[config.mk]
export PLATFORM = sky130hd
export DESIGN_NAME = rbwn_div_cell
export DESIGN_NICKNAME = d
export VERILOG_FILES = /design/src/hdl/rbwn_pkg.sv /design/src/hdl/rbwn_div_cell.sv
export SDC_FILE = /design/constraint.sdc
export NUM_CORES = 1
export LEC_CHECK = 0
export BUFFER_PORTS_ARGS = -buffer_cell sky130_fd_sc_hd__clkbuf_2
export CAP_MARGIN = 20
export CORE_MARGIN = 2
export CORE_UTILIZATION = 46
export CTS_BUF_LIST = sky130_fd_sc_hd__clkbuf_8 sky130_fd_sc_hd__clkbuf_16
export DETAILED_ROUTE_END_ITERATION = 16
export GPL_ROUTABILITY_DRIVEN = 0
export PLACE_DENSITY = 0.86
export SLEW_MARGIN = 20
export SYNTH_ARGS = -nofsm -noshare
export SYNTH_HDL_FRONTEND = slang
export SYNTH_SLANG_ARGS = --single-unit
[constraint.sdc]
create_clock -name clk -period 4.25 [get_ports clk]
set_clock_uncertainty 0.05 [all_clocks]
set_input_delay 0.85 -clock clk [delete_from_list [all_inputs] [get_ports clk]]
set_output_delay 0.85 -clock clk [all_outputs]
set_load 0.02 [all_outputs]
[src/hdl/rbwn_pkg.sv]
// package: widths, register indexes and types for the raw black/white normalizer
`timescale 1ns / 1ps
package rbwn_pkg;

  localparam int RawBitsDefault     = 16;
  localparam int OutFracBitsDefault = 16;
  localparam int LevelBits          = 24;
  localparam int BiasBits           = 16;
  localparam int GainBits           = 16;
  localparam int GainFrac           = 14;
  localparam int OutBits            = 20;
  // black with biases: 24-bit unsigned plus two signed 16-bit values
  localparam int BlackBits          = 26;
  // num and den magnitudes, den kept below 2^25
  localparam int MagBits            = 26;
  localparam int DenBits            = 25;
  localparam int OneDn              = 256;

  localparam logic [2:0] RegBlackEe  = 3'd0;
  localparam logic [2:0] RegBlackEo  = 3'd1;
  localparam logic [2:0] RegBlackOe  = 3'd2;
  localparam logic [2:0] RegBlackOo  = 3'd3;
  localparam logic [2:0] RegWhite    = 3'd4;
  localparam logic [2:0] RegResidual = 3'd5;
  localparam logic [2:0] RegGain     = 3'd6;

  typedef struct packed {
    logic                 gain_en;
    logic [GainBits-1:0]  gain;
    logic                 last;
  } side_t;

endpackage

[src/hdl/rbwn_div_cell.sv]
// one restoring divide cell: produces one quotient bit per stage
`timescale 1ns / 1ps
module rbwn_div_cell
  import rbwn_pkg::*;
#(
  parameter int QBITS = 42
) (
  input  logic                 clk,
  input  logic                 en,
  input  logic [MagBits-1:0]   rem_in,
  input  logic [DenBits-1:0]   den_in,
  input  logic [QBITS-1:0]     num_in,
  input  logic [QBITS-1:0]     quo_in,
  input  logic                 neg_in,
  input  side_t                side_in,
  output logic [MagBits-1:0]   rem,
  output logic [DenBits-1:0]   den,
  output logic [QBITS-1:0]     num,
  output logic [QBITS-1:0]     quo,
  output logic                 neg,
  output side_t                side
);

  logic [MagBits:0] shifted;
  logic [MagBits:0] diff;
  logic             take;

  always_comb begin
    shifted = {rem_in, num_in[QBITS-1]};
    diff    = shifted - {{(MagBits+1-DenBits){1'b0}}, den_in};
    take    = !diff[MagBits];
  end

  always_ff @(posedge clk) begin
    if (en) begin
      rem  <= take ? diff[MagBits-1:0] : shifted[MagBits-1:0];
      num  <= {num_in[QBITS-2:0], 1'b0};
      quo  <= {quo_in[QBITS-2:0], take};
      den  <= den_in;
      neg  <= neg_in;
      side <= side_in;
    end
  end

endmodule
==> results by group, run 1 <==
Floorplan
  • # IOs: 310
  • Die height: 122 µm
  • Die area: 0.0149 mm²
  • Placeable Area: 0.0138 mm²
  • Die X: 122 µm
  • Initial Utilization: 46.6%
  • Placement Rows: 43

Global route
  • GRT Overall Usage: 22.1%
  • Vias in the first global route: 4,570
  • Global-route wire length before repair: 24,200 µm
  • Grt met1 use: 24.9%
  • Initial antenna violation count: 2
  • GRT met3 Usage: 7.02%
  • Met2 Use GR: 38.6%
  • Global route hottest layer: met2
  • Largest net degree at the start of global routing: 84
  • Global route total overflow: 0

STA
  • Final Setup Violations: 0
  • Slew Limit Headroom: 49.2%
  • Final Cycle Share: 79.8%
  • Highest Clock Rate: 0.295 GHz
  • Final Hold Vio Count: 0
  • Fin crit period: 3.39 ns
  • RSZ-0062 raised after global routing: false
  • Slew of the pin with the lowest slew margin: 0.762 ns
  • Final WS setup: 0.859 ns
  • Slew Viols, Final: 0
  • Setup TNS: 0 ns

CTS
  • CTS H-Tree Depth: 4
  • Clock buffer depth: 2
  • CTS buffer count: 17
  • Clk sinks: 153
  • Post-CTS Hold Fix Bufs: 0
  • Post-CTS setup buffer count: 0
  • CTS tree: done
  • Clk slew on worst S/H paths: 0.06 ns
  • Root Driver: clkbuf_16
  • Cells resized by post-CTS repair: 0

Placed design
  • Post-place setup slack: 0.445 ns
  • Hpwl dp: 13,000 µm
  • I/O Buffers: 307

Layout
  • Final #Nets: 912
  • Fraction of layout cells with a size suffix above 1: 49.1%
  • Area grow syn2layout: 35.6%

Worst setup path
  • Critical path data required time: 4.36 ns
  • Crit. End Element: flop
  • Critical Path Start Type: primary input
  • CP max FO: 18
  • Critical Path AT: 3.50 ns
  • Setup CP Type: primary input to flop

Hold path
  • Min-delay worst type: primary input to flop
  • Worst Min Path Start: side_in[6]
  • WHS Endpoint: side[6]
  • Worst hold stages: 1

Synth
  • Area leader, netlist: edfxtp_1
  • Netlist cell types: 49
  • Syn Inst Count: 413
  • Post-synthesis sequential area ratio: 71.5%
  • #FFs+latches synth: 153
  • Synth cell count leaders: 153 x edfxtp_1, 32 x inv_1, 26 x a21oi_1
  • Asr flop ratio synth: 0%
  • Synth top area share: 71.5%
  • Synthesized area: 0.00642 mm²
  • Syn avg cell area: 15.6 µm²
  • Synth top area cells: edfxtp_1 72%, ha_1 4.9%, mux2_2 3.0%
  • Syn nets: 595
  • Most frequent cell after synthesis: edfxtp_1
  • YS warnings: 0
  • Main flop type after synthesis: edfxtp_1
  • Post-synth EDFFs: 153

Power
  • Pwr dens: 460 mW/mm²
  • Leak Pwr: 3.97 nW
  • Worst VDD drop: 0.000220 V
  • Total power: 4.01 mW

Route
  • Vias/cell: 5.06
  • Routed vias: 4,666
  • Iter 0 DRT Violations: 388
  • Routed WL per cell: 18.1 µm
  • Drc violations: 0
  • First-pass iteration count of the detailed router: 4
  • Post-Route WL: 16,700 µm
  • Antenna-violating nets left: 0

Job
  • Max_cap viols: 0

Outcome
  • Status: finished, final reports clean
[worst max path at each step]
stage,start,end,slack (ns)
5_1_grt,den_in[0],rem[3],0.74
3_3_place_gp,num_in[41],rem[3],0.50
6_report,den_in[0],rem[2],0.86
2_1_floorplan,num_in[41],rem[21],0.83
4_1_cts,den_in[0],rem[2],0.87
3_5_place_dp,den_in[0],rem[2],0.45
[metrics by stage]
step                utilization, %  hold WS (ns)  cells  instance area, µm²
floorplan                        -         0.899    413                6420
global placement              59.2         0.977    891                8150
detailed placement            59.2         0.979    891                8150
CTS                           63.2         0.536    922                8710
global route                  63.2         0.537    923                8710
finish                        63.2         0.555    923                8710
[cell families (layout without fill, tap and decap cells)]
kind of cell    after synthesis  after routing  synth area share, %
simple gates                 72             72                 5.61
mux                          25             25                 4.40
compound gates               70             70                 7.29
buf+inv                      46            375                 3.20
xor+xnor                     20             20                 2.73
fa+ha+maj                    26             26                 5.18
other cells                   1              2               0.0584
flops                       153            153                 71.5
[flip-flops by register name, indices dropped and copies added, names as in the netlist]
| register | cells |
|---|---|
| num | 41 |
| quo | 42 |
| den | 25 |
| rem | 26 |
| neg | 1 |
| side | 18 |
[cell usage in the layout, fill, tap and decap left out, types with 3 or more instances in the layout]
cell	Yosys	final
a21o_1	9	9
a21oi_1	26	26
a31oi_1	4	4
buf_4	2	5
clkbuf_16	0	17
clkbuf_2	0	306
clkinv_2	0	4
edfxtp_1	153	153
ha_1	25	25
inv_1	32	35
mux2_2	17	17
mux2i_1	5	5
nand2_1	22	22
nand2b_1	7	7
nand3_1	8	8
nand4_1	6	6
nor2_1	14	14
nor2b_1	5	5
o21ai_0	9	9
o21bai_1	3	3
xnor2_1	11	11
xor2_1	9	9
[worst max-delay path, stage by stage]
cell and delay (ns):
clkbuf_2 0.11, ha_1 0.23, fa_1 0.41, nand2b_1 0.20
a21oi_2 0.18, o2111ai_2 0.20, a211o_1 0.33, nand4_1 0.10
nor3b_4 0.19, buf_4 0.30, mux2_2 0.38
[power breakdown]
group	internal, mW	switching (mW)
combinational	0.273	0.443
clock	0.853	0.573
sequential	1.82	0.0413
total	2.95	1.06
[per-layer routing]
layer  up-vias  wire (µm)
met5         -         13
met4         2        347
met3        30       1390
met2       197       8720
met1      2247       6200
li1       2190          -
[layout make-up]
cell class	instances	area (µm²)
flip-flops and latches	153	4590
repair buffers	312	1580
fillers	1048	5060
diodes	1	2.50
clock buffers	17	425
well taps	180	225
clock inverters	14	133
inverters	32	120
multi-input cells	214	1630
Power figures use the tool's default switching activity.
==> run 2, diff against run 1 <==
==> constraint.sdc (replaced) <==
create_clock -name clk -period 3.2 [get_ports clk]
set_clock_uncertainty 0.05 [all_clocks]
set_input_delay 0.64 -clock clk [delete_from_list [all_inputs] [get_ports clk]]
set_output_delay 0.64 -clock clk [all_outputs]
set_load 0.02 [all_outputs]
==> run 2 against run 1 <==
Effect of this change: critical path depth up 1; cell count up 2.3%; sequential share of layout area down 1.4 points; non-clock buffer count up 21; routed wire length up 2.5%; die area unchanged; clock power up 40%; core utilization up 1.7 points; sequential power up 33%; setup slack worse by 0.69 ns; largest cell class unchanged; highest routed layer is now met4.
==> results by group, run 2 (same netlist as run 1, synthesis figures left out) <==
CTS
  • Cells resized by post-CTS repair: 0 (unchanged)
  • Clock buffer depth: 2 (unchanged)
  • Clk sinks: 153 (unchanged)
  • Post-CTS setup buffer count: 0 (unchanged)
  • CTS buffer count: 17 (unchanged)
  • CTS H-Tree Depth: 4 (unchanged)
  • Root Driver: clkbuf_16
  • CTS tree: done
  • Post-CTS Hold Fix Bufs: 0 (unchanged)
  • Clk slew on worst S/H paths: 0.07 ns (about the same)

Worst setup path
  • CP max FO: 9 (-9)
  • Critical path data required time: 3.32 ns (-1.04 ns)
  • Critical Path AT: 3.15 ns (-0.35 ns)
  • Critical-path top delay cell: fa_2
  • Critical-path cell list: clkbuf_2 > inv_1 > ha_1 > fa_2 > nand2b_4 > a21oi_2 > o2111ai_2 > a211o_1 > nand4_1 > nor3b_4 > buf_4 > mux2_2
  • Max stage delay on crit path: 0.37 ns (-0.04 ns)
  • Crit. Startpoint: num_in[41]
  • Crit. End Element: flop
  • Critical Path Start Type: primary input
  • Setup CP Type: primary input to flop

Outcome
  • Status: finished, final reports clean

Layout
  • Area grow syn2layout: 39.3%
  • Fraction of layout cells with a size suffix above 1: 51.2% (+2.1 points)
  • Most common cell after layout, fill and taps aside: clkbuf_2
  • Final #Nets: 933 (+2.3%)
  • Reg with most FFs: quo
  • Biggest regs: quo x42, num x41, rem x26
  • Ant. Diodes: 0 (-1)
  • Layout fillers: 1,041 (-0.67%)
  • Number of flip-flops in the largest register: 42 (unchanged)
  • Most frequent cells in the layout: 306 x clkbuf_2, 153 x edfxtp_1, 32 x inv_1
  • Design area: 0.00895 mm² (+2.7%)

Floorplan
  • Die height: 122 µm (unchanged)
  • Die X: 122 µm (unchanged)
  • Die area: 0.0149 mm² (unchanged)
  • Initial Utilization: 46.6% (unchanged)
  • Placement Rows: 43 (unchanged)
  • Placeable Area: 0.0138 mm² (unchanged)
  • # IOs: 310 (unchanged)

Route
  • Routed vias: 4,736 (+1.5%)
  • Routed WL per cell: 18.1 µm (+0.21%)
  • Vias/cell: 5.02 (-0.76%)
  • Antenna-violating nets left: 0 (unchanged)
  • Drc violations: 0 (unchanged)
  • Post-Route WL: 17,100 µm (+2.5%)
  • Iter 0 DRT Violations: 382 (-1.5%)
  • First-pass iteration count of the detailed router: 5 (+1)

Placed design
  • Hpwl dp: 13,100 µm (+1.1%)
  • Post-place setup slack: -0.247 ns (-0.692 ns)
  • I/O Buffers: 307 (unchanged)
  • Dpl cell area: 0.00835 mm² (+2.5%)

STA
  • Setup TNS: 0 ns (unchanged)
  • Fin crit period: 3.04 ns
  • Final Setup Violations: 0 (unchanged)
  • Min Hold Slack: 0.342 ns (-0.212 ns)
  • Final Cycle Share: 94.9%
  • Final Hold Vio Count: 0 (unchanged)
  • Slew of the pin with the lowest slew margin: 0.660 ns (-0.102 ns)
  • Highest Clock Rate: 0.329 GHz
  • Slew Viols, Final: 0 (unchanged)
  • RSZ-0062 raised after global routing: false
  • Slew Limit Headroom: 56.0% (+6.8 points)
  • Final WS setup: 0.165 ns (-0.694 ns)

Hold path
  • Worst Min Path Start: side_in[5]
  • WHS Endpoint: side[5]
  • Worst hold stages: 1 (unchanged)
  • Min-delay worst type: primary input to flop

Global route
  • Global route total overflow: 0 (unchanged)
  • Initial antenna violation count: 0 (-2)
  • Global-route wire length before repair: 24,700 µm (+2.1%)
  • Vias in the first global route: 4,672 (+2.2%)
  • Largest net degree at the start of global routing: 70 (-17%)
  • GRT Overall Usage: 22.5% (+0.45 points)

Power
  • Worst VDD drop: 0.000310 V (+41%)
  • Leak Pwr: 4.10 nW (+3.2%)
  • Pwr dens: 613 mW/mm² (+33%)

Job
  • Max_cap viols: 0 (unchanged)
-- run 2: cell count changes in the layout (fill, tap and decap cells not counted), moves of 2 or more --
cell | before | now
buf_4 | 5 | 23
buf_12 | 0 | 3
clkinv_4 | 1 | 4
inv_1 | 35 | 32
inv_8 | 0 | 2
-- run 2: layout make-up --
| type | count | area [µm²] | share of cell area, % |
|---|---|---|---|
| Clock inverter | 15 | 166 | 1.86 |
| Inverter | 32 | 120 | 1.34 |
| Clock buffer | 17 | 425 | 4.76 |
| Multi-Input combinational cell | 214 | 1640 | 18.3 |
| Timing Repair Buffer | 333 | 1780 | 19.8 |
| Tap cell | 180 | 225 | 2.52 |
| Sequential cell | 153 | 4590 | 51.4 |
-- run 2: worst max-delay path, delay by kind of cell --
| family | cells | cell delay, ns |
|---|---|---|
| and+or+nand+nor | 3 | 0.51 |
| AOI/OAI and AO/OA | 3 | 0.68 |
| buffers and inverters | 3 | 0.37 |
| muxes | 1 | 0.35 |
| adders and majority gates | 2 | 0.58 |
-- run 2: power by group --
part	switching [mW]	total, mW	internal (mW)
combinational	0.601	1.00	0.400
sequential	0.0548	2.48	2.42
clock	0.835	2.00	1.17
-- run 2: how the worst max path moves through the flow --
stage | to | cells after the start
after floorplan | rem[21] | 12
after detailed placement | rem[19] | 12
final | rem[19] | 12
after global routing | rem[17] | 12
after global placement | rem[20] | 12
after CTS | rem[19] | 12
-- run 2: routing by layer --
metal	vias to the layer above	global-route usage, %	share of wire (%)
li1	2231	-	-
met2	226	38.5	51
met3	42	5.85	7.1
met4	0	11.5	3.2
met5	-	0	0
met1	2237	26.2	38
-- run 2: stage by stage --
step | util, % | instances | power, mW
2_1_floorplan | - | 413 | 3.08
5_1_grt | 65.0 | 944 | 5.69
3_3_place_gp | 60.7 | 912 | 3.48
3_5_place_dp | 60.7 | 912 | 3.52
6_report | 65.0 | 944 | 5.48
4_1_cts | 65.0 | 944 | 5.52
==> run 3, diff against run 2 <==
--- a/config.mk
+++ b/config.mk
@@ -13,6 +13,7 @@
 export DETAILED_ROUTE_END_ITERATION = 16
 export GPL_ROUTABILITY_DRIVEN = 0
 export PLACE_DENSITY = 0.86
+export RECOVER_POWER = 50
 export SLEW_MARGIN = 20
 export SYNTH_ARGS = -nofsm -noshare
 export SYNTH_HDL_FRONTEND = slang
==> run 3 against run 2 <==
Effect of this change: the flow now finishes with violations (max-capacitance violations, max-slew violations); sequential share of layout area grew 0.49 points; fmax down 0.27%; worst hold slack hardly changed; clock-buffer cell count unchanged; via count is 0.21% higher; die area stayed put; setup slack got worse by 0.0081 ns; cell count is the same; combinational power barely moved; core utilization fell by 0.62 points; first-iteration DRC count increased by 2.9%; power decreased by 0.20%.
==> results by group, run 3 (same netlist as run 1, synthesis figures left out) <==
Power
  • Pwr dens: 617 mW/mm² (+0.76%)
  • Leak Pwr: 3.98 nW (-3.0%)
  • Worst VDD drop: 0.000305 V (-1.6%)

Route
  • Routed WL per cell: 18.1 µm (+0.15%)
  • Post-Route WL: 17,100 µm (+0.15%)
  • Routed vias: 4,746 (+0.21%)
  • Antenna-violating nets left: 0 (unchanged)
  • Iter 0 DRT Violations: 393 (+2.9%)
  • First-pass iteration count of the detailed router: 5 (unchanged)
  • Drc violations: 0 (unchanged)
  • Vias/cell: 5.03 (+0.21%)

Worst setup path
  • CP max FO: 9 (unchanged)
  • Crit path buf inv count: 3 (unchanged)
  • Crit path to: rem[19]
  • Critical Path Start Type: primary input
  • Critical Path AT: 3.16 ns (about the same)
  • Cell depth of the worst setup path: 12 (unchanged)
  • Critical-path cell list: clkbuf_2 > inv_1 > ha_1 > fa_2 > nand2b_4 > a21oi_2 > o2111ai_2 > a211o_1 > nand4_1 > nor3b_4 > buf_4 > mux2_2
  • Critical path data required time: 3.32 ns (about the same)
  • Crit. Startpoint: num_in[41]
  • Critical-path top delay cell: fa_2
  • CP top delay family: compound AO/OA/AOI/OAI gates
  • Setup CP Type: primary input to flop
  • Crit. End Element: flop
  • Max stage delay on crit path: 0.37 ns (about the same)

STA
  • Min Hold Slack: 0.342 ns (-0.000478 ns)
  • Final Hold Vio Count: 0 (unchanged)
  • Slew Limit Headroom: -14.8% (-71 points)
  • Highest Clock Rate: 0.329 GHz (-0.27%)
  • RSZ-0062 raised after global routing: false
  • Final Setup Violations: 0 (unchanged)
  • Final WS setup: 0.156 ns (-0.00815 ns)
  • Slew Viols, Final: 70 (+70)
  • Final Cycle Share: 95.1% (+0.25 points)
  • Fin crit period: 3.04 ns (+0.00815 ns)
  • Slew of the pin with the lowest slew margin: 1.72 ns (+1.06 ns)

CTS
  • Cells resized by post-CTS repair: 0 (unchanged)
  • Root Driver: clkbuf_16
  • Clk sinks: 153 (unchanged)
  • Clock buffer depth: 2 (unchanged)
  • Clk slew on worst S/H paths: 0.07 ns (about the same)
  • CTS buffer count: 17 (unchanged)
  • CTS tree: done
  • CTS H-Tree Depth: 4 (unchanged)
  • Post-CTS Hold Fix Bufs: 0 (unchanged)
  • Post-CTS setup buffer count: 0 (unchanged)

Global route
  • Initial antenna violation count: 0 (unchanged)
  • Global route total overflow: 0 (unchanged)
  • Largest net degree at the start of global routing: 70 (unchanged)
  • Vias in the first global route: 4,672 (unchanged)
  • Global-route wire length before repair: 24,700 µm (unchanged)
  • GRT Overall Usage: 22.5% (unchanged)

Outcome
  • Status: finished with violations
  • Failing checks: max-capacitance violations, max-slew violations

Layout
  • Most common cell after layout, fill and taps aside: clkbuf_2
  • Biggest regs: quo x42, num x41, rem x26
  • Fraction of layout cells with a size suffix above 1: 46.3% (-4.8 points)
  • Final #Nets: 933 (unchanged)
  • Core Util, Final: 64.3% (-0.62 points)
  • Most frequent cells in the layout: 273 x clkbuf_2, 153 x edfxtp_1, 37 x clkbuf_1
  • Reg with most FFs: quo
  • Area grow syn2layout: 38.0%
  • Ant. Diodes: 0 (unchanged)
  • Number of flip-flops in the largest register: 42 (unchanged)

Floorplan
  • Die height: 122 µm (unchanged)
  • Die area: 0.0149 mm² (unchanged)
  • Placeable Area: 0.0138 mm² (unchanged)
  • Die X: 122 µm (unchanged)
  • Placement Rows: 43 (unchanged)
  • # IOs: 310 (unchanged)
  • Initial Utilization: 46.6% (unchanged)

Hold path
  • Worst Min Path Start: num_in[2]
  • Min-delay worst type: primary input to flop
  • Worst hold stages: 1 (unchanged)

Placed design
  • Hpwl dp: 13,100 µm (unchanged)
  • Post-place setup slack: -0.247 ns (unchanged)
  • I/O Buffers: 307 (unchanged)

Job
  • Max_cap viols: 1 (+1)
==> run 3: routing by layer <==
layer	part of all wire, %	track usage (%)
met1	38	26.2
met2	51	38.5
met3	7.2	5.85
met4	3.2	11.5
met5	0	0
==> run 3: layout make-up <==
| cell class | count | area [µm²] |
|---|---|---|
| repair buffers | 333 | 1690 |
| clock buffers | 17 | 425 |
| clock inverters | 15 | 166 |
| flip-flops and latches | 153 | 4590 |
| well taps | 180 | 225 |
| inverters | 32 | 120 |
| fillers | 1075 | 4910 |
| multi-input cells | 214 | 1640 |
==> run 3: worst min-delay path by stage <==
| stage | slack (ns) | endpoint |
|---|---|---|
| after detailed placement | 0.77 | quo[9] |
| final | 0.34 | num[3] |
| after floorplan | 0.69 | den[0] |
| after CTS | 0.32 | num[3] |
| after global placement | 0.77 | num[9] |
| after global routing | 0.33 | quo[40] |
==> run 3: stage by stage <==
step / power (mW) / instances / setup TNS (ns) / instance area (µm²)
3_5_place_dp: 3.52 / 912 / -4.65 / 8350
4_1_cts: 5.52 / 944 / 0 / 8950
3_3_place_gp: 3.48 / 912 / -4.03 / 8350
5_1_grt: 5.68 / 944 / 0 / 8860
6_report: 5.47 / 944 / 0 / 8860
2_1_floorplan: 3.08 / 413 / 0 / 6430
==> run 3: power breakdown <==
| part | switching, mW | leakage [nW] | internal [mW] | total (mW) |
|---|---|---|---|---|
| sequential | 0.0550 | 1.50 | 2.43 | 2.48 |
| combinational | 0.600 | 2.19 | 0.389 | 0.989 |
| clock | 0.833 | 0.292 | 1.17 | 2.00 |
